==> src/rtl/elliptical_matte_blend_top_defines.svh <==
// assertion macros for the elliptical matte blend block
// expects i_clk and i_rst_n in the scope of each use
`ifndef ELLIPTICAL_MATTE_BLEND_TOP_DEFINES_SVH
`define ELLIPTICAL_MATTE_BLEND_TOP_DEFINES_SVH

// same-cycle implication, off during reset
`define EMB_ASSERT_IMP(lbl, ante, cons) \
    lbl: assert property (@(posedge i_clk) disable iff (!i_rst_n) (ante) |-> (cons)) \
        else $error("emb check failed");

// next-cycle implication, off during reset
`define EMB_ASSERT_NXT(lbl, ante, cons) \
    lbl: assert property (@(posedge i_clk) disable iff (!i_rst_n) (ante) |=> (cons)) \
        else $error("emb check failed");

`endif

==> src/rtl/emb_pkg.sv <==
// shared types, widths and constants of the elliptical matte blend block
// no dependencies
`default_nettype none

package emb_pkg;

    localparam int unsigned COORD_W     = 12;
    localparam int unsigned DIM_W       = 13;
    localparam int unsigned CH_W        = 8;
    localparam int unsigned MAG_W       = 13;
    localparam int unsigned SQ_W        = 26;
    localparam int unsigned DEN_W       = 26;
    localparam int unsigned Q_W         = 24;
    localparam int unsigned P_W         = 48;
    localparam int unsigned A_W         = 17;
    localparam int unsigned CFG_IDX_W   = 3;
    localparam int unsigned CFG_DATA_W  = 13;
    localparam int unsigned RATIO_QB    = 24;
    localparam int unsigned ALPHA_QB    = 16;
    localparam int unsigned QDEPTH      = 4;
    localparam int unsigned MAX_DIM_DEF = 4096;

    localparam logic [Q_W-1:0]  Q_MAX    = 24'hFF_FFFF;
    localparam logic [Q_W-1:0]  Q_ONE    = 24'h01_0000;
    localparam logic [P_W-1:0]  P_BYPASS = 48'h0001_0000_0000;
    localparam logic [A_W-1:0]  A_ONE    = 17'h1_0000;
    localparam logic [CH_W-1:0] WHITE    = 8'd255;

    typedef enum logic [CFG_IDX_W-1:0] {
        CFG_FIRST_X      = 3'd0,
        CFG_FIRST_Y      = 3'd1,
        CFG_SECOND_X     = 3'd2,
        CFG_SECOND_Y     = 3'd3,
        CFG_IMAGE_WIDTH  = 3'd4,
        CFG_IMAGE_HEIGHT = 3'd5
    } t_cfg_idx;

    typedef struct packed {
        logic [COORD_W-1:0] first_x;
        logic [COORD_W-1:0] first_y;
        logic [COORD_W-1:0] second_x;
        logic [COORD_W-1:0] second_y;
        logic [DIM_W-1:0]   image_width;
        logic [DIM_W-1:0]   image_height;
    } t_cfg;

    // word handed from front end to back end
    typedef struct packed {
        logic [SQ_W-1:0] x2;
        logic [SQ_W-1:0] y2;
        logic [CH_W-1:0] ch0;
        logic [CH_W-1:0] ch1;
        logic [CH_W-1:0] ch2;
        logic            zspan;
    } t_fitem;

    typedef struct packed {
        logic [CH_W-1:0] ch0;
        logic [CH_W-1:0] ch1;
        logic [CH_W-1:0] ch2;
        logic            zspan;
        logic            sat_dx;
        logic            sat_dy;
        logic            sat_ex;
        logic            sat_ey;
    } t_dside;

    typedef struct packed {
        logic [CH_W-1:0] ch0;
        logic [CH_W-1:0] ch1;
        logic [CH_W-1:0] ch2;
        logic            outside;
        logic [Q_W-1:0]  d;
        logic [Q_W-1:0]  e;
    } t_sum;

    typedef struct packed {
        logic [CH_W-1:0] ch0;
        logic [CH_W-1:0] ch1;
        logic [CH_W-1:0] ch2;
        logic            outside;
        logic [P_W-1:0]  p;
    } t_prod;

    typedef struct packed {
        logic [CH_W-1:0] ch0;
        logic [CH_W-1:0] ch1;
        logic [CH_W-1:0] ch2;
        logic            outside;
        logic            bypass;
    } t_aside;

    typedef struct packed {
        logic [CH_W-1:0] ch0;
        logic [CH_W-1:0] ch1;
        logic [CH_W-1:0] ch2;
        logic            outside;
    } t_res;

endpackage

`default_nettype wire

==> src/rtl/emb_queue.sv <==
// short word queue between front end and back end
// depends on emb_pkg
`default_nettype none

module emb_queue
    import emb_pkg::*;
#(
    parameter int unsigned DEPTH = QDEPTH
) (
    input  wire logic   i_clk,
    input  wire logic   i_rst_n,
    input  wire logic   i_wr,
    input  wire t_fitem i_item,
    output logic        o_full,
    input  wire logic   i_rd,
    output logic        o_valid,
    output t_fitem      o_item
);

    localparam int unsigned PW = (DEPTH > 1) ? $clog2(DEPTH) : 1;
    localparam int unsigned CW = $clog2(DEPTH + 1);

    t_fitem          r_mem [DEPTH];
    logic [PW-1:0]   r_wp;
    logic [PW-1:0]   r_rp;
    logic [CW-1:0]   r_cnt;
    logic            wr;
    logic            rd;

    assign o_full  = (r_cnt == CW'(DEPTH));
    assign o_valid = (r_cnt != '0);
    assign wr      = i_wr && !o_full;
    assign rd      = i_rd && o_valid;
    assign o_item  = r_mem[r_rp];

    always_ff @(posedge i_clk) begin
        if (!i_rst_n) begin
            r_wp  <= '0;
            r_rp  <= '0;
            r_cnt <= '0;
        end else begin
            if (wr) begin
                r_wp <= (r_wp == PW'(DEPTH - 1)) ? '0 : r_wp + 1'b1;
            end
            if (rd) begin
                r_rp <= (r_rp == PW'(DEPTH - 1)) ? '0 : r_rp + 1'b1;
            end
            if (wr && !rd) begin
                r_cnt <= r_cnt + 1'b1;
            end else if (rd && !wr) begin
                r_cnt <= r_cnt - 1'b1;
            end
        end
    end

    always_ff @(posedge i_clk) begin
        if (wr) begin
            r_mem[r_wp] <= i_item;
        end
    end

endmodule

`default_nettype wire

==> config.mk <==
export PLATFORM = sky130hd
export DESIGN_NAME = emb_queue
export DESIGN_NICKNAME = d
export VERILOG_FILES = /design/src/rtl/elliptical_matte_blend_top_defines.svh /design/src/rtl/emb_pkg.sv /design/src/rtl/emb_queue.sv
export SDC_FILE = /design/constraint.sdc
export NUM_CORES = 1
export LEC_CHECK = 0
export CAP_MARGIN = 0
export CELL_PAD_IN_SITES_DETAIL_PLACEMENT = 1
export CELL_PAD_IN_SITES_GLOBAL_PLACEMENT = 1
export CORE_MARGIN = 4
export CORE_UTILIZATION = 45
export CTS_CLUSTER_DIAMETER = 100
export DETAILED_ROUTE_END_ITERATION = 8
export DONT_BUFFER_PORTS = 1
export PLACE_DENSITY = 0.69
export RECOVER_POWER = 25
export SLEW_MARGIN = 10
export SYNTH_ARGS = -nofsm -noshare
export SYNTH_HDL_FRONTEND = slang
export SYNTH_SLANG_ARGS = --single-unit
==> constraint.sdc <==
create_clock -name i_clk -period 2.95 [get_ports i_clk]
set_input_delay 0.4425 -clock i_clk [delete_from_list [all_inputs] [get_ports i_clk]]
set_output_delay 0.4425 -clock i_clk [all_outputs]
set_load 0.03 [all_outputs]
## Yosys cells after proc, flatten, opt, wreduce, memory -nomap -nowiden

Memory sizes are Yosys's and may differ from the RTL's. A register that Yosys moved wholly into a read port is not among the register bits.
Index checks and enable logic that the tools add are counted.

| word-level totals | value |
|---|---|
| memories | 1 |
| memory bits (writable) | 308 |
| output and inout bits | 79 |
| bits in registers | 7 |
| logic and storage cells | 28 |

Memory list:

| name | depth | width | read ports | clocked after memory_dff | write ports | line | source |
|---|---|---|---|---|---|---|---|
| r_mem | 4 | 77 | 1 | 1 | 1 | emb_queue.sv:23 | `t_fitem r_mem [DEPTH];` |

| operators by class | value |
|---|---|
| reduce and logical (&&, ||, !) cells | 9 |
| eq/ne operators | 3 |
| $add $sub $neg | 4 |
| mux-type cells | 8 |

Operators by type and width:

| operator | count |
|---|---|
| 2-bit 2-to-1 mux | 4 |
| 3-bit 2-to-1 mux | 2 |
| 2-bit by 1-bit adder with 2-bit output (second input constant) | 2 |
| 2-bit == test (second input constant) | 2 |
| 1-bit logical AND | 4 |
| 3-bit by 1-bit adder with 3-bit output (second input constant) | 1 |
| 3-bit == test (second input constant) | 1 |
| 1-bit zero test | 3 |
| 3-bit nonzero test | 1 |
| 3-bit by 1-bit subtractor with 3-bit output (second input constant) | 1 |
| 1-bit 2-to-1 mux | 2 |
| 2-bit nonzero test | 1 |

## Depth between registers and ports, before layout

| logic depth | value |
|---|---|
| depth in word-level cells | 7 |
| gate-level depth with buffers | 9 |
| mapped depth without buffers | 8 |

## Least setup slack after synthesis

Ideal clock, no wire load.

| timing | value |
|---|---|
| kind | register -> register |
| from | reg r_cnt[0] |
| to | mem r_mem[1][0] in the netlist's numbering (enable) |
| required time | 2.506 ns |
| period minus slack after synthesis | 3.243 ns |
| setup time | 0.444 ns |
| slack | -0.293 ns |
| data arrival time | 2.799 ns |
| path buffers | 1 |
| cell stages (with the launch flop) | 5 |
| cell sequence | dfxtp_1 -> nor3b_1 -> nor2b_1 -> clkbuf_1 -> and2_1 |

| on the way | value |
|---|---|
| word-level cells in the longest chain between the ends | 5 |

RTL lines:

| item | line | source |
|---|---|---|
| start, declared | emb_queue.sv:26 | `logic [CW-1:0] r_cnt;` |
| start signal, assigned | emb_queue.sv:49 | `r_cnt <= r_cnt + 1'b1;` |
| start signal, assigned | emb_queue.sv:51 | `r_cnt <= r_cnt - 1'b1;` |
| 3-bit == test | emb_queue.sv:30 | `assign o_full = (r_cnt == CW'(DEPTH));` |
| named net o_full | emb_queue.sv:14 | `output logic o_full,` |
| 1-bit zero test | emb_queue.sv:32 | `assign wr = i_wr && !o_full;` |
| 1-bit logical AND | emb_queue.sv:32 |  |
| named net wr | emb_queue.sv:27 | `logic wr;` |
| 1-bit 2-to-1 mux | emb_queue.sv:57 | `if (wr) begin` |
| 1-bit 2-to-1 mux (implied by the code) | emb_queue.sv:58 | `r_mem[r_wp] <= i_item;` |
| end, declared | emb_queue.sv:23 |  |

The timed path passes the listed nets, and every way through them passes these cells.

==> results.toml <==
[power]
p_leak_uw = 0.00410
powerDensity_nw_per_um2 = 963
total_power_uw = 12700
ir_drop_v = 0.000547

[route]
wl_per_cell_um = 25.3
dr.pass1.iters = 4
route.detailed.drc = 0
via_per_inst = 5.56
num_vias = 4656
routed_wl_um = 21100
ant_nets = 0
drt_iter0_markers = 348

[global_route]
grt_pass1_wl_um = 32500
grt_most_used_layer = "met2"
grt_max_degree = 48
overflow = 0
antenna_found_initial = 0
use_met2 = 0.241
grt_usage = 0.151
use_met1 = 0.187
grt_pass1_vias = 5262
use_met3 = 0.0712

[sta]
max_slew_margin = 0.604
clock.fmax_mhz = 396
rsz0062_at_grt = "false"
worst_slew_pin_slew_ns = 0.588
slew_violations = 0
hold_viol_final = 0
setup_viol = 0
min_period_over_period = 0.856
period_minus_slack_ns = 2.53
tns_ns = 0
final.setup_skew_ns = 0.00834

[die]
start_util = 0.459
die_h_um = 169
dieArea_um2 = 28500
io_pins = 160
rows = 58
coreArea_um2 = 25300
fp.dieW_um = 169

[worst_setup_path]
crit_chain = "buf_4, mux4_2"
crit_required_ns = 2.51
slowest_delay_ns = 0.70
arrival_ns = 2.08
cp_max_fo = 34
critPathLaunchType = "register"
path_class = "register to output port"
crit_family = "flip-flops"
end_kind = "output port"
critPathBufInv = 1
critical-path-slowest-cell = "dfxtp_4"

[finish]
area_growth_pct = 13.6
drive_gt1_frac = 0.286
final_core_util = 0.521
nets = 572
n_antenna_cell = 0
nFillCells = 2121

[logic_synthesis]
synth_edf_count = 308
synth_top_area_cell = "edfxtp_1"
synth_fp_nets = 542
synth.cell_area_um2 = 11600
yosys-top-cells-count = "edfxtp_1, mux4_2, dfxtp_1"
seq_area_frac_synth = 0.811
ys_types = 24
yosys_warnings = 0
yosysTopAreaCellShare = 0.796
avgSynthCellArea_um2 = 25.6
synth-main-ff-cell = "edfxtp_1"
synthTopCellsByArea = "edfxtp_1, mux4_2, dfxtp_1"
synthArstFlopShare = 0
synth_seq_cells = 317
synthCells = 454
yosysMostFrequentCell = "edfxtp_1"

[cts]
clock_path_buffers = 3
postCtsSetupBuffers = 0
clk_latency_ns = 0.50
post_cts_resized = 0
cts_hold_buf = 0
cts.sinks = 317
cts.reportedPaths.clkPinSlew_ns = 0.06
numCtsBuffers = 34
cts-htree-levels = 2
cts_root_buffer = "clkbuf_16"
cts_tree = "done"

[job]
cap_violations = 0

[place]
gp_congestion = 0.697
dp_hpwl_um = 13100
port_buffers = 0

[outcome]
outcome = "finished clean"

[worst_hold_path]
hold_class = "input pin to register"
[cell usage in the layout (no fill, tap or decap), drive strengths merged, types with 5 or more instances in the layout]
| cell | count |
|---|---|
| and2 | 5 |
| buf | 14 |
| ha | 6 |
| nand2 | 6 |
| mux4 | 77 |
| clkbuf | 47 |
| dfxtp | 9 |
| clkinv | 9 |
| edfxtp | 308 |
[report_power, final]
| group | switching (uW) | leakage [uW] | internal [uW] |
|---|---|---|---|
| clock | 1550 | 0.000554 | 2610 |
| combinational | 1940 | 0.000644 | 950 |
| sequential | 174 | 0.00290 | 5490 |
| total | 3670 | 0.00410 | 9040 |
[metrics by stage]
| stage | cells | setup slack, ns | hold slack (ns) | cell area, um2 |
|---|---|---|---|---|
| finish | 837 | 0.424 | 0.0355 | 13200 |
| global placement | 778 | 0.732 | 0.476 | 12100 |
| floorplan | 454 | 0.468 | 0.468 | 11600 |
| detailed placement | 778 | 0.545 | 0.506 | 12100 |
| global route | 837 | 0.320 | 0.00491 | 13200 |
| CTS | 837 | 0.334 | 0.00934 | 13200 |
[cells by family (layout without fill, tap and decap cells)]
group / count (synthesis) / count (layout) / synth area share
flops: 317 / 317 / 0.811
mux: 80 / 80 / 0.152
buf+inv: 23 / 76 / 0.0155
simple gates: 20 / 20 / 0.00894
fa+ha+maj: 7 / 7 / 0.00818
compound gates: 5 / 5 / 0.00258
xor+xnor: 2 / 2 / 0.00151
[state kept, by name, indices dropped and copies added, names as in the netlist, named ones only]
signal  count
r_wp        2
r_rp        2
r_mem     308
r_cnt       3
[worst register-to-register path: stages, from the launching register on]
cell and delay (ns):
dfxtp_1 0.36, o31ai_1 0.55, ha_1 0.31, inv_1 0.08, fa_1 0.38, xor2_1 0.18, or3_1 0.32, a21boi_0 0.18
[layout make-up]
type,count,area [um2],area share
inverter,3,11.3,0.000853
multi-input combinational,114,2020,0.153
tap,330,413,0.0313
clock buffer,47,993,0.0753
clock inverter,12,130,0.00986
timing repair buffer,14,193,0.0146
sequential,317,9440,0.715
[layer usage]
layer  share of wire  vias up
li1                -     1992
met1            0.38     2464
met2            0.49      160
met3            0.11       40
met4           0.021        0
met5               0        -
[path summary, 6_finish.rpt]
kind / from / end / slack (ns) / cells past startpoint
max: register / o_item[6] / 0.42 / 2
max reg2reg: r_cnt[0] / r_cnt[2] / 0.51 / 7
min reg2reg: r_wp[1] / r_wp[1] / 0.51 / 2
min: i_item[8] / r_mem[3][8] / 0.04 / 0
No activity file was read; power rests on OpenSTA's default activity.
