--- config.mk ---
export PLATFORM = sky130hd
export DESIGN_NAME = emb_front
export DESIGN_NICKNAME = d
export VERILOG_FILES = /design/src/rtl/elliptical_matte_blend_top_defines.svh /design/src/rtl/emb_pkg.sv /design/src/rtl/emb_front.sv
export SDC_FILE = /design/constraint.sdc
export NUM_CORES = 1
export LEC_CHECK = 0
export BUFFER_PORTS_ARGS = -buffer_cell sky130_fd_sc_hd__buf_2
export CAP_MARGIN = 20
export CORE_MARGIN = 10
export CORE_UTILIZATION = 40
export DETAILED_ROUTE_END_ITERATION = 10
export GPL_ROUTABILITY_DRIVEN = 0
export GPL_TIMING_DRIVEN = 0
export MAX_ROUTING_LAYER = met4
export PLACE_DENSITY = 0.55
export SLEW_MARGIN = 10
export SYNTH_ARGS = -nofsm -noshare
export SYNTH_HDL_FRONTEND = slang
export SYNTH_SLANG_ARGS = --single-unit
--- constraint.sdc ---
create_clock -name i_clk -period 7.1 [get_ports i_clk]
set_input_delay 0 -clock i_clk [delete_from_list [all_inputs] [get_ports i_clk]]
set_output_delay 0 -clock i_clk [all_outputs]
set_load 0.05 [all_outputs]
--- src/rtl/elliptical_matte_blend_top_defines.svh ---
// assertion macros for the elliptical matte blend block
// expects i_clk and i_rst_n in the scope of each use
`ifndef ELLIPTICAL_MATTE_BLEND_TOP_DEFINES_SVH
`define ELLIPTICAL_MATTE_BLEND_TOP_DEFINES_SVH

// same-cycle implication, off during reset
`define EMB_ASSERT_IMP(lbl, ante, cons) \
    lbl: assert property (@(posedge i_clk) disable iff (!i_rst_n) (ante) |-> (cons)) \
        else $error("emb check failed");

// next-cycle implication, off during reset
`define EMB_ASSERT_NXT(lbl, ante, cons) \
    lbl: assert property (@(posedge i_clk) disable iff (!i_rst_n) (ante) |=> (cons)) \
        else $error("emb check failed");

`endif

--- src/rtl/emb_pkg.sv ---
// shared types, widths and constants of the elliptical matte blend block
// no dependencies
`default_nettype none

package emb_pkg;

    localparam int unsigned COORD_W     = 12;
    localparam int unsigned DIM_W       = 13;
    localparam int unsigned CH_W        = 8;
    localparam int unsigned MAG_W       = 13;
    localparam int unsigned SQ_W        = 26;
    localparam int unsigned DEN_W       = 26;
    localparam int unsigned Q_W         = 24;
    localparam int unsigned P_W         = 48;
    localparam int unsigned A_W         = 17;
    localparam int unsigned CFG_IDX_W   = 3;
    localparam int unsigned CFG_DATA_W  = 13;
    localparam int unsigned RATIO_QB    = 24;
    localparam int unsigned ALPHA_QB    = 16;
    localparam int unsigned QDEPTH      = 4;
    localparam int unsigned MAX_DIM_DEF = 4096;

    localparam logic [Q_W-1:0]  Q_MAX    = 24'hFF_FFFF;
    localparam logic [Q_W-1:0]  Q_ONE    = 24'h01_0000;
    localparam logic [P_W-1:0]  P_BYPASS = 48'h0001_0000_0000;
    localparam logic [A_W-1:0]  A_ONE    = 17'h1_0000;
    localparam logic [CH_W-1:0] WHITE    = 8'd255;

    typedef enum logic [CFG_IDX_W-1:0] {
        CFG_FIRST_X      = 3'd0,
        CFG_FIRST_Y      = 3'd1,
        CFG_SECOND_X     = 3'd2,
        CFG_SECOND_Y     = 3'd3,
        CFG_IMAGE_WIDTH  = 3'd4,
        CFG_IMAGE_HEIGHT = 3'd5
    } t_cfg_idx;

    typedef struct packed {
        logic [COORD_W-1:0] first_x;
        logic [COORD_W-1:0] first_y;
        logic [COORD_W-1:0] second_x;
        logic [COORD_W-1:0] second_y;
        logic [DIM_W-1:0]   image_width;
        logic [DIM_W-1:0]   image_height;
    } t_cfg;

    // word handed from front end to back end
    typedef struct packed {
        logic [SQ_W-1:0] x2;
        logic [SQ_W-1:0] y2;
        logic [CH_W-1:0] ch0;
        logic [CH_W-1:0] ch1;
        logic [CH_W-1:0] ch2;
        logic            zspan;
    } t_fitem;

    typedef struct packed {
        logic [CH_W-1:0] ch0;
        logic [CH_W-1:0] ch1;
        logic [CH_W-1:0] ch2;
        logic            zspan;
        logic            sat_dx;
        logic            sat_dy;
        logic            sat_ex;
        logic            sat_ey;
    } t_dside;

    typedef struct packed {
        logic [CH_W-1:0] ch0;
        logic [CH_W-1:0] ch1;
        logic [CH_W-1:0] ch2;
        logic            outside;
        logic [Q_W-1:0]  d;
        logic [Q_W-1:0]  e;
    } t_sum;

    typedef struct packed {
        logic [CH_W-1:0] ch0;
        logic [CH_W-1:0] ch1;
        logic [CH_W-1:0] ch2;
        logic            outside;
        logic [P_W-1:0]  p;
    } t_prod;

    typedef struct packed {
        logic [CH_W-1:0] ch0;
        logic [CH_W-1:0] ch1;
        logic [CH_W-1:0] ch2;
        logic            outside;
        logic            bypass;
    } t_aside;

    typedef struct packed {
        logic [CH_W-1:0] ch0;
        logic [CH_W-1:0] ch1;
        logic [CH_W-1:0] ch2;
        logic            outside;
    } t_res;

endpackage

`default_nettype wire

--- src/rtl/emb_front.sv ---
// front end: input register, center offsets and their squares
// depends on emb_pkg
`default_nettype none

module emb_front
    import emb_pkg::*;
(
    input  wire logic               i_clk,
    input  wire logic               i_rst_n,
    input  wire logic               i_push,
    output logic                    o_full,
    input  wire t_cfg               i_cfg,
    input  wire logic [COORD_W-1:0] i_row,
    input  wire logic [COORD_W-1:0] i_col,
    input  wire logic [CH_W-1:0]    i_ch0,
    input  wire logic [CH_W-1:0]    i_ch1,
    input  wire logic [CH_W-1:0]    i_ch2,
    input  wire logic               i_q_full,
    output logic                    o_valid,
    output t_fitem                  o_item
);

    logic               r_valid;
    logic [MAG_W-1:0]   r_mx;
    logic [MAG_W-1:0]   r_my;
    logic [CH_W-1:0]    r_ch0;
    logic [CH_W-1:0]    r_ch1;
    logic [CH_W-1:0]    r_ch2;
    logic               r_zspan;

    logic               accept;
    logic               hand;
    logic [MAG_W-1:0]   sum_x;
    logic [MAG_W-1:0]   sum_y;
    logic [MAG_W-1:0]   two_col;
    logic [MAG_W-1:0]   two_row;
    logic [MAG_W-1:0]   mx;
    logic [MAG_W-1:0]   my;

    assign o_full = r_valid && i_q_full;
    assign accept = i_push && !o_full;
    assign hand   = r_valid && !i_q_full;

    assign sum_x   = {1'b0, i_cfg.first_x} + {1'b0, i_cfg.second_x};
    assign sum_y   = {1'b0, i_cfg.first_y} + {1'b0, i_cfg.second_y};
    assign two_col = {i_col, 1'b0};
    assign two_row = {i_row, 1'b0};
    assign mx      = (two_col > sum_x) ? two_col - sum_x : sum_x - two_col;
    assign my      = (two_row > sum_y) ? two_row - sum_y : sum_y - two_row;

    always_ff @(posedge i_clk) begin
        if (!i_rst_n) begin
            r_valid <= 1'b0;
        end else if (accept) begin
            r_valid <= 1'b1;
        end else if (hand) begin
            r_valid <= 1'b0;
        end
    end

    always_ff @(posedge i_clk) begin
        if (accept) begin
            r_mx    <= mx;
            r_my    <= my;
            r_ch0   <= i_ch0;
            r_ch1   <= i_ch1;
            r_ch2   <= i_ch2;
            r_zspan <= (i_cfg.first_x == i_cfg.second_x)
                    || (i_cfg.first_y == i_cfg.second_y);
        end
    end

    assign o_valid      = r_valid;
    assign o_item.x2    = SQ_W'(r_mx) * SQ_W'(r_mx);
    assign o_item.y2    = SQ_W'(r_my) * SQ_W'(r_my);
    assign o_item.ch0   = r_ch0;
    assign o_item.ch1   = r_ch1;
    assign o_item.ch2   = r_ch2;
    assign o_item.zspan = r_zspan;

endmodule

`default_nettype wire

# After elaboration in Yosys (flattened, before gate mapping)
# Index checks and enable logic that the tools add are counted.
dict set report word_totals {
  regBits 52
  input_bits 126
  output_inout_bits 79
  elab_cells 30
}
dict set report classes {
  add_sub_neg 6
  multipliers 2
  magnitude_cmp 2
  n_eq_ne 2
  muxes 4
  n_reduce_logical 7
}
# op count
set op_table {}
lappend op_table {{13-bit by 13-bit multiplier with 26-bit output} 2}
lappend op_table {{13-bit subtractor} 4}
lappend op_table {{12-bit by 12-bit adder with 13-bit output} 2}
lappend op_table {{13-bit greater-than comparator} 2}
lappend op_table {{13-bit 2-to-1 mux} 2}
lappend op_table {{12-bit equality test} 2}
lappend op_table {{1-bit logical AND} 3}
lappend op_table {{1-bit zero test} 2}
lappend op_table {{1-bit 2-to-1 mux} 2}
lappend op_table {{2-bit nonzero test} 1}
lappend op_table {{1-bit logical OR} 1}

# Logic depth before layout (Yosys ltp)
# Gate-level depths: netlist (run 1).
dict set report depth {
  ltp_word 4
  mapped_depth 22
  depth_no_buf 21
}

# Worst setup path after synthesis (run 1)
# OpenSTA, ideal clock, no wires.
dict set report synth_timing {
  kind {register to output}
  from {register r_my[3]}
  to {output o_item[49] (netlist name)}
  t_arrival_ns 5.802
  required_ns 7.100
  setup_slack_ns 1.298
  stages_incl_launch_ff 19
  path_buffers 1
  cell_sequence {edfxtp_1 clkbuf_1 nand2_1 fa_1 fa_1 inv_1 fa_1 fa_1 inv_1 fa_1 inv_1 ha_1 nand2_1 o31ai_2 o311ai_2 a21o_1 o31ai_1 o41a_1 mux2i_1}
}
# element line
set synth_rtl {}
lappend synth_rtl {{from (decl)} emb_front.sv:25} ;# logic [MAG_W-1:0] r_my;
lappend synth_rtl {{from (signal assigned)} emb_front.sv:64} ;# r_my <= my;
lappend synth_rtl {{to (decl)} emb_front.sv:20} ;# output t_fitem o_item

==> metrics.md, run 1 <==
| Metric | Value |
|---|---|
| Crit path kind | `reg2out` |
| R2R depth | `4` |
| WL/cell | `15.29 µm` |
| Tcrit/Tclk final | `94.89%` |
| CTS tree | `done` |
| Area Growth Syn to Fin | `13.27%` |
| Final setup TNS | `0 ns` |
| DP Area | `15970 µm²` |
| Max Root-Sink Buffers | `2` |
| Die Ht | `210.1 µm` |
| Worst EP arrival | `6.74 ns` |
| DRT Pass-1 Iters | `5` |
| CTS Buf Count | `5` |
| Reg-to-reg setup timing slack | `5.57 ns` |
| Area leader, netlist | `fa_1` |
| MaxCap Viol Count | `0` |
| Row count | `69` |
| RSZ-0062 raised after global routing | `false` |
| Final Hold Viols | `0` |
| Cell repeated most along the worst path | `fa_1` |
| Core ar. | `35660 µm²` |
| Least-Margin Pin Slew | `0.7284 ns` |
| Post-synth top cells | `418 x inv_1, 210 x ha_1, 196 x fa_1` |
| CP Capture Type | `output port` |
| CTS sink cnt | `52` |
| Post-Syn Area | `14460 µm²` |
| Avg Inst Size Synth | `just under 9 µm²` |
| Required @ worst endpoint | `7.10 ns` |
| Post-synth top area share | `27.14%` |
| CP Max Fanout | `10` |
| Most common cell in the netlist | `inv_1` |
| Slowest-stage cell, CP | `a2111oi_0` |
| DRT iter0 DRCs | `approximately 540` |
| Fillcell total | `around 3600` |
| FF+latch count, synth | `52` |
| R2R Path End | `r_ch0[6]` |
| Cells after synthesis | `1648` |
| Initial antenna violation count | `2` |
| Worst r2r src | `o_valid` |
| IO buf count | `176` |
| Post-synth EDFFs | `51` |
| Die X | `210.1 µm` |
| Count of different cell masters after synthesis | `70` |
| Post-route ant nets | `0` |
| Vias in the first global route | `12050` |
| Post-CTS resize count | `0` |
| Buffer and inverter count on the worst path | `5` |
| Cell Chain, Critical Path | `clkbuf_1 > nand2_1 > fa_1 > fa_1 > inv_1 > fa_1 > fa_1 > inv_1 > fa_1 > inv_1 > ha_1 > nand3_1 > nor3_1 > o21ai_1 > a2111oi_0 > and2b_1 > o211ai_1 > buf_2` |
| First-pass GRT wire length | `60450 µm` |
| Grt total ovfl | `0` |
| Root Buffer | `clkbuf_16` |
| Hold Crit Endpoint | `r_ch0[3]` |
| Final Cell Area | `16380 µm²` |
| Nets@finish | `between 2000 and 2500` |
| Post-layout util | `a little under half` |
| GRT Total Usage | `approximately 17%` |
| CTS H-tree depth | `2` |
| Area of the multi-input gates | `approximately 11000 µm²` |
| Die ar. | `44150 µm²` |
| Main flop type after synthesis | `edfxtp_1` |
| Min-Delay Path Depth | `2` |
| YS warnings | `0` |
| Slew Limit Fails | `0` |
| HP Class | `in2reg` |
| Share of cells above drive strength 1 | `12.20%` |
| Post-synthesis sequential area ratio | `between 10% and 20%` |
| Vias | `11190` |
| Worst skew pair latency | `0.34 ns` |
| # DRC | `0` |
| # IOs | `between 200 and 250` |
| Top Family by Delay on Critical Path | `adder cells` |
| Drt total wl | `35530 µm` |
| Initial core utilization | `between 40% and 50%` |
| Clk pin slew, worst setup/hold paths | `0.07 ns` |
| Largest net degree at the start of global routing | `27` |
| Crit-path max cell delay | `0.64 ns` |
| Worst clock skew | `0.01418 ns` |
| Status | `finished, final reports clean` |
| Hold path startpoint | `i_push` |
| CP Launch Type | `register` |
| Tmin final | `a little under 7 ns` |
| Final setup viols | `0` |
| Vias per inst | `4.814` |
| Async SR Flop Fraction | `0%` |
| Synth top area cells | `fa_1 27%, ha_1 18%, inv_1 11%, edfxtp_1 11%, xnor2_1 4.1%` |
| Peak Freq | `0.1484 GHz` |
| Hpwl dp | `30850 µm` |
| Seq. cell area | `1551 µm²` |
| Rel. slew slack | `50.81%` |
[state kept, by name, indices dropped and copies added (netlist names)]
signal	count
o_valid	1
r_ch0	8
r_ch1	8
r_ch2	8
r_mx	13
r_my	13
r_zspan	1
[per-stage QoR]
step | std cells | setup WS, ns | hold WS, ns
after floorplan | 1649 | 1.298 | 0.09887
after global placement | 2286 | 0.6871 | 0.1766
after detailed placement | 2288 | 0.6943 | 0.1782
after CTS | 2322 | 0.3259 | 0.09791
after global routing | 2324 | 0.009144 | 0.1161
final | 2324 | 0.3627 | 0.1159
[worst max-delay path by stage]
stage | cells past startpoint | to | from | slack [ns]
floorplan | 18 | o_item[49] | r_my[3] | 1.30
CTS | 18 | o_item[50] | r_my[6] | 0.33
finish | 18 | o_item[50] | r_my[6] | 0.36
global placement | 18 | o_item[50] | r_my[6] | 0.69
global route | 18 | o_item[50] | r_my[6] | 0.009
detailed placement | 18 | o_item[50] | r_my[6] | 0.69
[cell type report]
| class | instances | share of cell area [%] |
|---|---|---|
| multi-input cells | 1135 | 68.04 |
| repair buffers | 204 | 7.211 |
| plain buffers | 44 | 1.260 |
| clock buffers | 6 | 0.7868 |
| well taps | 461 | 3.521 |
| clock inverters | 2 | 0.09930 |
| diodes | 2 | 0.03056 |
| flip-flops and latches | 52 | 9.472 |
| inverters | 418 | 9.579 |
[kinds of logic (layout without fill, tap and decap cells)]
| logic type | Yosys count | in the layout | share of synthesized area [%] |
|---|---|---|---|
| xor+xnor | 104 | 104 | 6.299 |
| flops | 52 | 52 | 10.73 |
| other cells | 1 | 4 | 0.02593 |
| mux | 26 | 26 | 1.843 |
| simple gates | 349 | 349 | 11.90 |
| buf+inv | 462 | 674 | 12.28 |
| compound gates | 248 | 248 | 11.62 |
| fa+ha+maj | 406 | 406 | 45.31 |
[cells in the final DEF (no fill, tap or decap), types with 7 or more instances in the layout]
| cell type | netlist | routed |
|---|---|---|
| a211oi_1 | 9 | 9 |
| a21o_1 | 39 | 39 |
| a21oi_1 | 79 | 79 |
| and2_1 | 64 | 64 |
| and3_1 | 9 | 9 |
| buf_2 | 6 | 182 |
| clkbuf_1 | 31 | 32 |
| dlygate4sd3_1 | 0 | 26 |
| edfxtp_1 | 51 | 51 |
| fa_1 | 196 | 196 |
| ha_1 | 210 | 210 |
| inv_1 | 418 | 418 |
| mux2i_1 | 21 | 21 |
| nand2_1 | 130 | 130 |
| nand2b_1 | 10 | 10 |
| nand3_1 | 16 | 16 |
| nor2_1 | 53 | 53 |
| nor2b_1 | 18 | 17 |
| nor3_1 | 13 | 13 |
| nor4_1 | 10 | 10 |
| o21a_1 | 20 | 20 |
| o21ai_0 | 34 | 34 |
| o21bai_1 | 8 | 8 |
| or2_2 | 7 | 7 |
| xnor2_1 | 67 | 67 |
| xor2_1 | 37 | 37 |
[routing by layer]
layer / up-vias / global-route usage (%) / part of all wire, %
li1: 5623 / - / -
met1: 5368 / 22.19 / 48
met2: 179 / 28.27 / 47
met3: 18 / 2.685 / 4.2
met4: 0 / 2.798 / 0.91
met5: - / - / 0
[repair_timing]
| action | in CTS | in global routing |
|---|---|---|
| setup buffers | 0 | 0 |
| hold endpoints to repair | 25 | 0 |
| hold buffers | 26 | 0 |
Power of run 1 is left out: the tool's default activity adds up to more than one toggle a clock period on the data nets, which glitch-free logic cannot reach.
==> run 2, diff against run 1 <==
--- a/config.mk
+++ b/config.mk
@@ -5,15 +5,18 @@
 export SDC_FILE = /design/constraint.sdc
 export NUM_CORES = 1
 export LEC_CHECK = 0
+export ABC_CLOCK_PERIOD_IN_PS = 7100
 export BUFFER_PORTS_ARGS = -buffer_cell sky130_fd_sc_hd__buf_2
 export CAP_MARGIN = 20
+export CELL_PAD_IN_SITES_DETAIL_PLACEMENT = 1
+export CELL_PAD_IN_SITES_GLOBAL_PLACEMENT = 1
 export CORE_MARGIN = 10
 export CORE_UTILIZATION = 40
 export DETAILED_ROUTE_END_ITERATION = 10
 export GPL_ROUTABILITY_DRIVEN = 0
 export GPL_TIMING_DRIVEN = 0
 export MAX_ROUTING_LAYER = met4
-export PLACE_DENSITY = 0.55
+export PLACE_DENSITY = 0.7
 export SLEW_MARGIN = 10
 export SYNTH_ARGS = -nofsm -noshare
 export SYNTH_HDL_FRONTEND = slang
==> run 2 against run 1 <==
  * Sequential cell count did not move
  * Global-route usage up 1.5 points
  * Wire length up 10%
  * Register-to-register slack worse by 0.25 ns
  * Clock skew shrank 0.0070 ns
  * Non-clock buffer count is 1 lower
  * Worst setup slack worse by 0.036 ns
  * Final cell count about the same
  * Critical path type unchanged
  * Largest cell class unchanged
  * Highest routed layer unchanged
==> metrics.md, run 2 (synthesis gave the netlist of run 1 again) <==
| Metric | Value |
|---|---|
| Slowest-stage cell, CP | `o21ai_0 (was a2111oi_0)` |
| Slew Limit Fails | `0 (unchanged)` |
| GRT Total Usage | `18.68% (was 17.15%)` |
| DRT Pass-1 Iters | `6 (was 5)` |
| Hold path startpoint | `i_row[0] (was i_push)` |
| Seq. cell area | `1551 µm² (unchanged)` |
| CP Max Fanout | `10 (unchanged)` |
| Row count | `69 (unchanged)` |
| Worst EP arrival | `6.77 ns (was 6.74 ns)` |
| Peak Freq | `0.1476 GHz (was 0.1484 GHz)` |
| Gr busiest metal | `met2 (unchanged)` |
| Root Buffer | `clkbuf_16 (unchanged)` |
| Required @ worst endpoint | `7.10 ns (about the same)` |
| Final Hold Viols | `0 (unchanged)` |
| GR Util met3 | `1.988% (was 2.685%)` |
| Critical path depth | `19 (was 18)` |
| Hpwl dp | `34460 µm (was 30850 µm)` |
| Cell repeated most along the worst path | `fa_1 (unchanged)` |
| # DRC | `0 (unchanged)` |
| Rel. slew slack | `47.66% (was 50.81%)` |
| CTS sink cnt | `52 (unchanged)` |
| Met1 Usage GRT | `23.84% (was 22.19%)` |
| Largest net degree at the start of global routing | `32 (was 27)` |
| Cell Chain, Critical Path | `clkbuf_1 > nand2_1 > fa_1 > fa_1 > inv_1 > fa_1 > fa_1 > inv_1 > fa_1 > inv_1 > ha_1 > nand3_1 > nor4_1 > nor2_1 > o21ai_0 > a21oi_1 > o21ai_0 > xnor2_1 > buf_2 (was clkbuf_1 > nand2_1 > fa_1 > fa_1 > inv_1 > fa_1 > fa_1 > inv_1 > fa_1 > inv_1 > ha_1 > nand3_1 > nor3_1 > o21ai_1 > a2111oi_0 > and2b_1 > o211ai_1 > buf_2)` |
| Critical Path Source | `r_mx[8] (was r_my[6])` |
| Initial antenna violation count | `2 (unchanged)` |
| Final setup TNS | `0 ns (unchanged)` |
| Vias | `11540 (was 11190)` |
| Least-Margin Pin Slew | `0.7834 ns (was 0.7284 ns)` |
| CP Launch Type | `register (unchanged)` |
| Most frequent cells in the layout | `418 x inv_1, 210 x ha_1, 196 x fa_1, 182 x buf_2, 130 x nand2_1 (unchanged)` |
| Post-CTS setup buffers | `0 (unchanged)` |
| Share of cells above drive strength 1 | `12.15% (was 12.20%)` |
| Die Ht | `210.1 µm (unchanged)` |
| Largest regs | `r_mx: 13 flops, r_my: 13 flops (unchanged)` |
| Area of the multi-input gates | `11140 µm² (unchanged)` |
| Die X | `210.1 µm (unchanged)` |
| Core ar. | `35660 µm² (unchanged)` |
| Nets@finish | `2391 (was 2392)` |
| Status | `finished, final reports clean (unchanged)` |
| Global Route met2 Usage | `32.15% (was 28.27%)` |
| # IOs | `205 (unchanged)` |
| R2R depth | `3 (was 4)` |
| Vias in the first global route | `12960 (was 12050)` |
| First-pass GRT wire length | `65900 µm (was 60450 µm)` |
| Initial core utilization | `40.56% (unchanged)` |
| Fillcell total | `4243 (was 3551)` |
| Area Growth Syn to Fin | `13.27% (unchanged)` |
| Grt total ovfl | `0 (unchanged)` |
| CP Capture Type | `output port (unchanged)` |
| Worst r2r src | `o_valid (unchanged)` |
| Tmin final | `6.773 ns (was 6.737 ns)` |
| Min-Delay Path Depth | `3 (was 2)` |
| Tcrit/Tclk final | `95.39% (was 94.89%)` |
| Clk pin slew, worst setup/hold paths | `0.08 ns (was 0.07 ns)` |
| MaxCap Viol Count | `0 (unchanged)` |
| Buffer and inverter count on the worst path | `5 (unchanged)` |
| Crit-path max cell delay | `0.62 ns (was 0.64 ns)` |
| DRT iter0 DRCs | `409 (was 537)` |
| Post-route ant nets | `0 (unchanged)` |
| RSZ-0062 raised after global routing | `false (unchanged)` |
| Worst skew pair latency | `0.32 ns (was 0.34 ns)` |
| Crit path kind | `reg2out (unchanged)` |
| Max Root-Sink Buffers | `2 (unchanged)` |
| WL/cell | `16.88 µm (was 15.29 µm)` |
| Top Family by Delay on Critical Path | `adder cells (unchanged)` |
| Worst clock skew | `0.007197 ns (was 0.01418 ns)` |
| HP Class | `in2reg (unchanged)` |
| CTS tree | `done (unchanged)` |
| Commonest non-fill, non-tap cell in the layout | `inv_1 (unchanged)` |
| IO buf count | `176 (unchanged)` |
| Vias per inst | `4.971 (was 4.814)` |
| CTS Buf Count | `5 (unchanged)` |
| Drt total wl | `39190 µm (was 35530 µm)` |
| Final setup viols | `0 (unchanged)` |
| Die ar. | `44150 µm² (unchanged)` |
| CTS H-tree depth | `2 (unchanged)` |
[run 2: cell types whose count changed in the layout (fill, tap and decap cells not counted), sizes merged]
cell	delta
bufinv	+1
buf	-1
diode	-1
clkinvlp	-1
clkinv	+1
clkbuf	-1
[run 2: layout make-up]
cell class                 instances  share of cell area (%)
clock buffer                       5                  0.7639
timing repair buffer             203                   7.089
sequential                        52                   9.472
clock inverter                     3                  0.2597
multi-input combinational       1135                   68.04
inverter                         418                   9.579
buffer                            44                   1.260
antenna                            1                 0.01528
tap                              461                   3.521
[run 2: metrics by stage]
stage / util, % / setup slack (ns) / area (µm²) / instances / hold slack (ns)
2_1_floorplan: - / 1.298 / 14460 / 1649 / 0.09887
3_3_place_gp: 44.65 / 0.6914 / 15920 / 2286 / 0.1765
3_5_place_dp: 44.73 / 0.6909 / 15950 / 2287 / 0.1783
4_1_cts: 45.93 / 0.2933 / 16380 / 2321 / 0.1946
5_1_grt: 45.94 / 0.01673 / 16380 / 2322 / 0.2194
6_report: 45.94 / 0.3271 / 16380 / 2322 / 0.2079
[run 2: path summary, 6_finish.rpt]
path / endpoint / slack [ns]
max: o_item[76] / 0.33
min: r_my[1] / 0.21
max reg2reg: r_ch0[3] / 5.32
min reg2reg: r_ch2[2] / 0.96
[run 2: timing repair]
item / in CTS / in global routing
hold buffers: 26 / 0
gates resized for setup: 0 / 0
hold endpoints to repair: 25 / 0
[run 2: worst register-to-register path, cell delays in order (launching register included)]
cell and delay, ns:
dfxtp_1 0.32, and2_1 0.19, nor2b_4 0.64, buf_12 0.29
[run 2: layer usage]
| layer | part of all wire [%] | wire, µm | vias up |
|---|---|---|---|
| li1 | - | - | 5624 |
| met1 | 47 | 18620 | 5752 |
| met2 | 49 | 19180 | 155 |
| met3 | 2.8 | 1111 | 12 |
| met4 | 0.72 | 283 | 0 |
| met5 | 0 | 0 | - |
Power of run 2 is left out for the same reason.
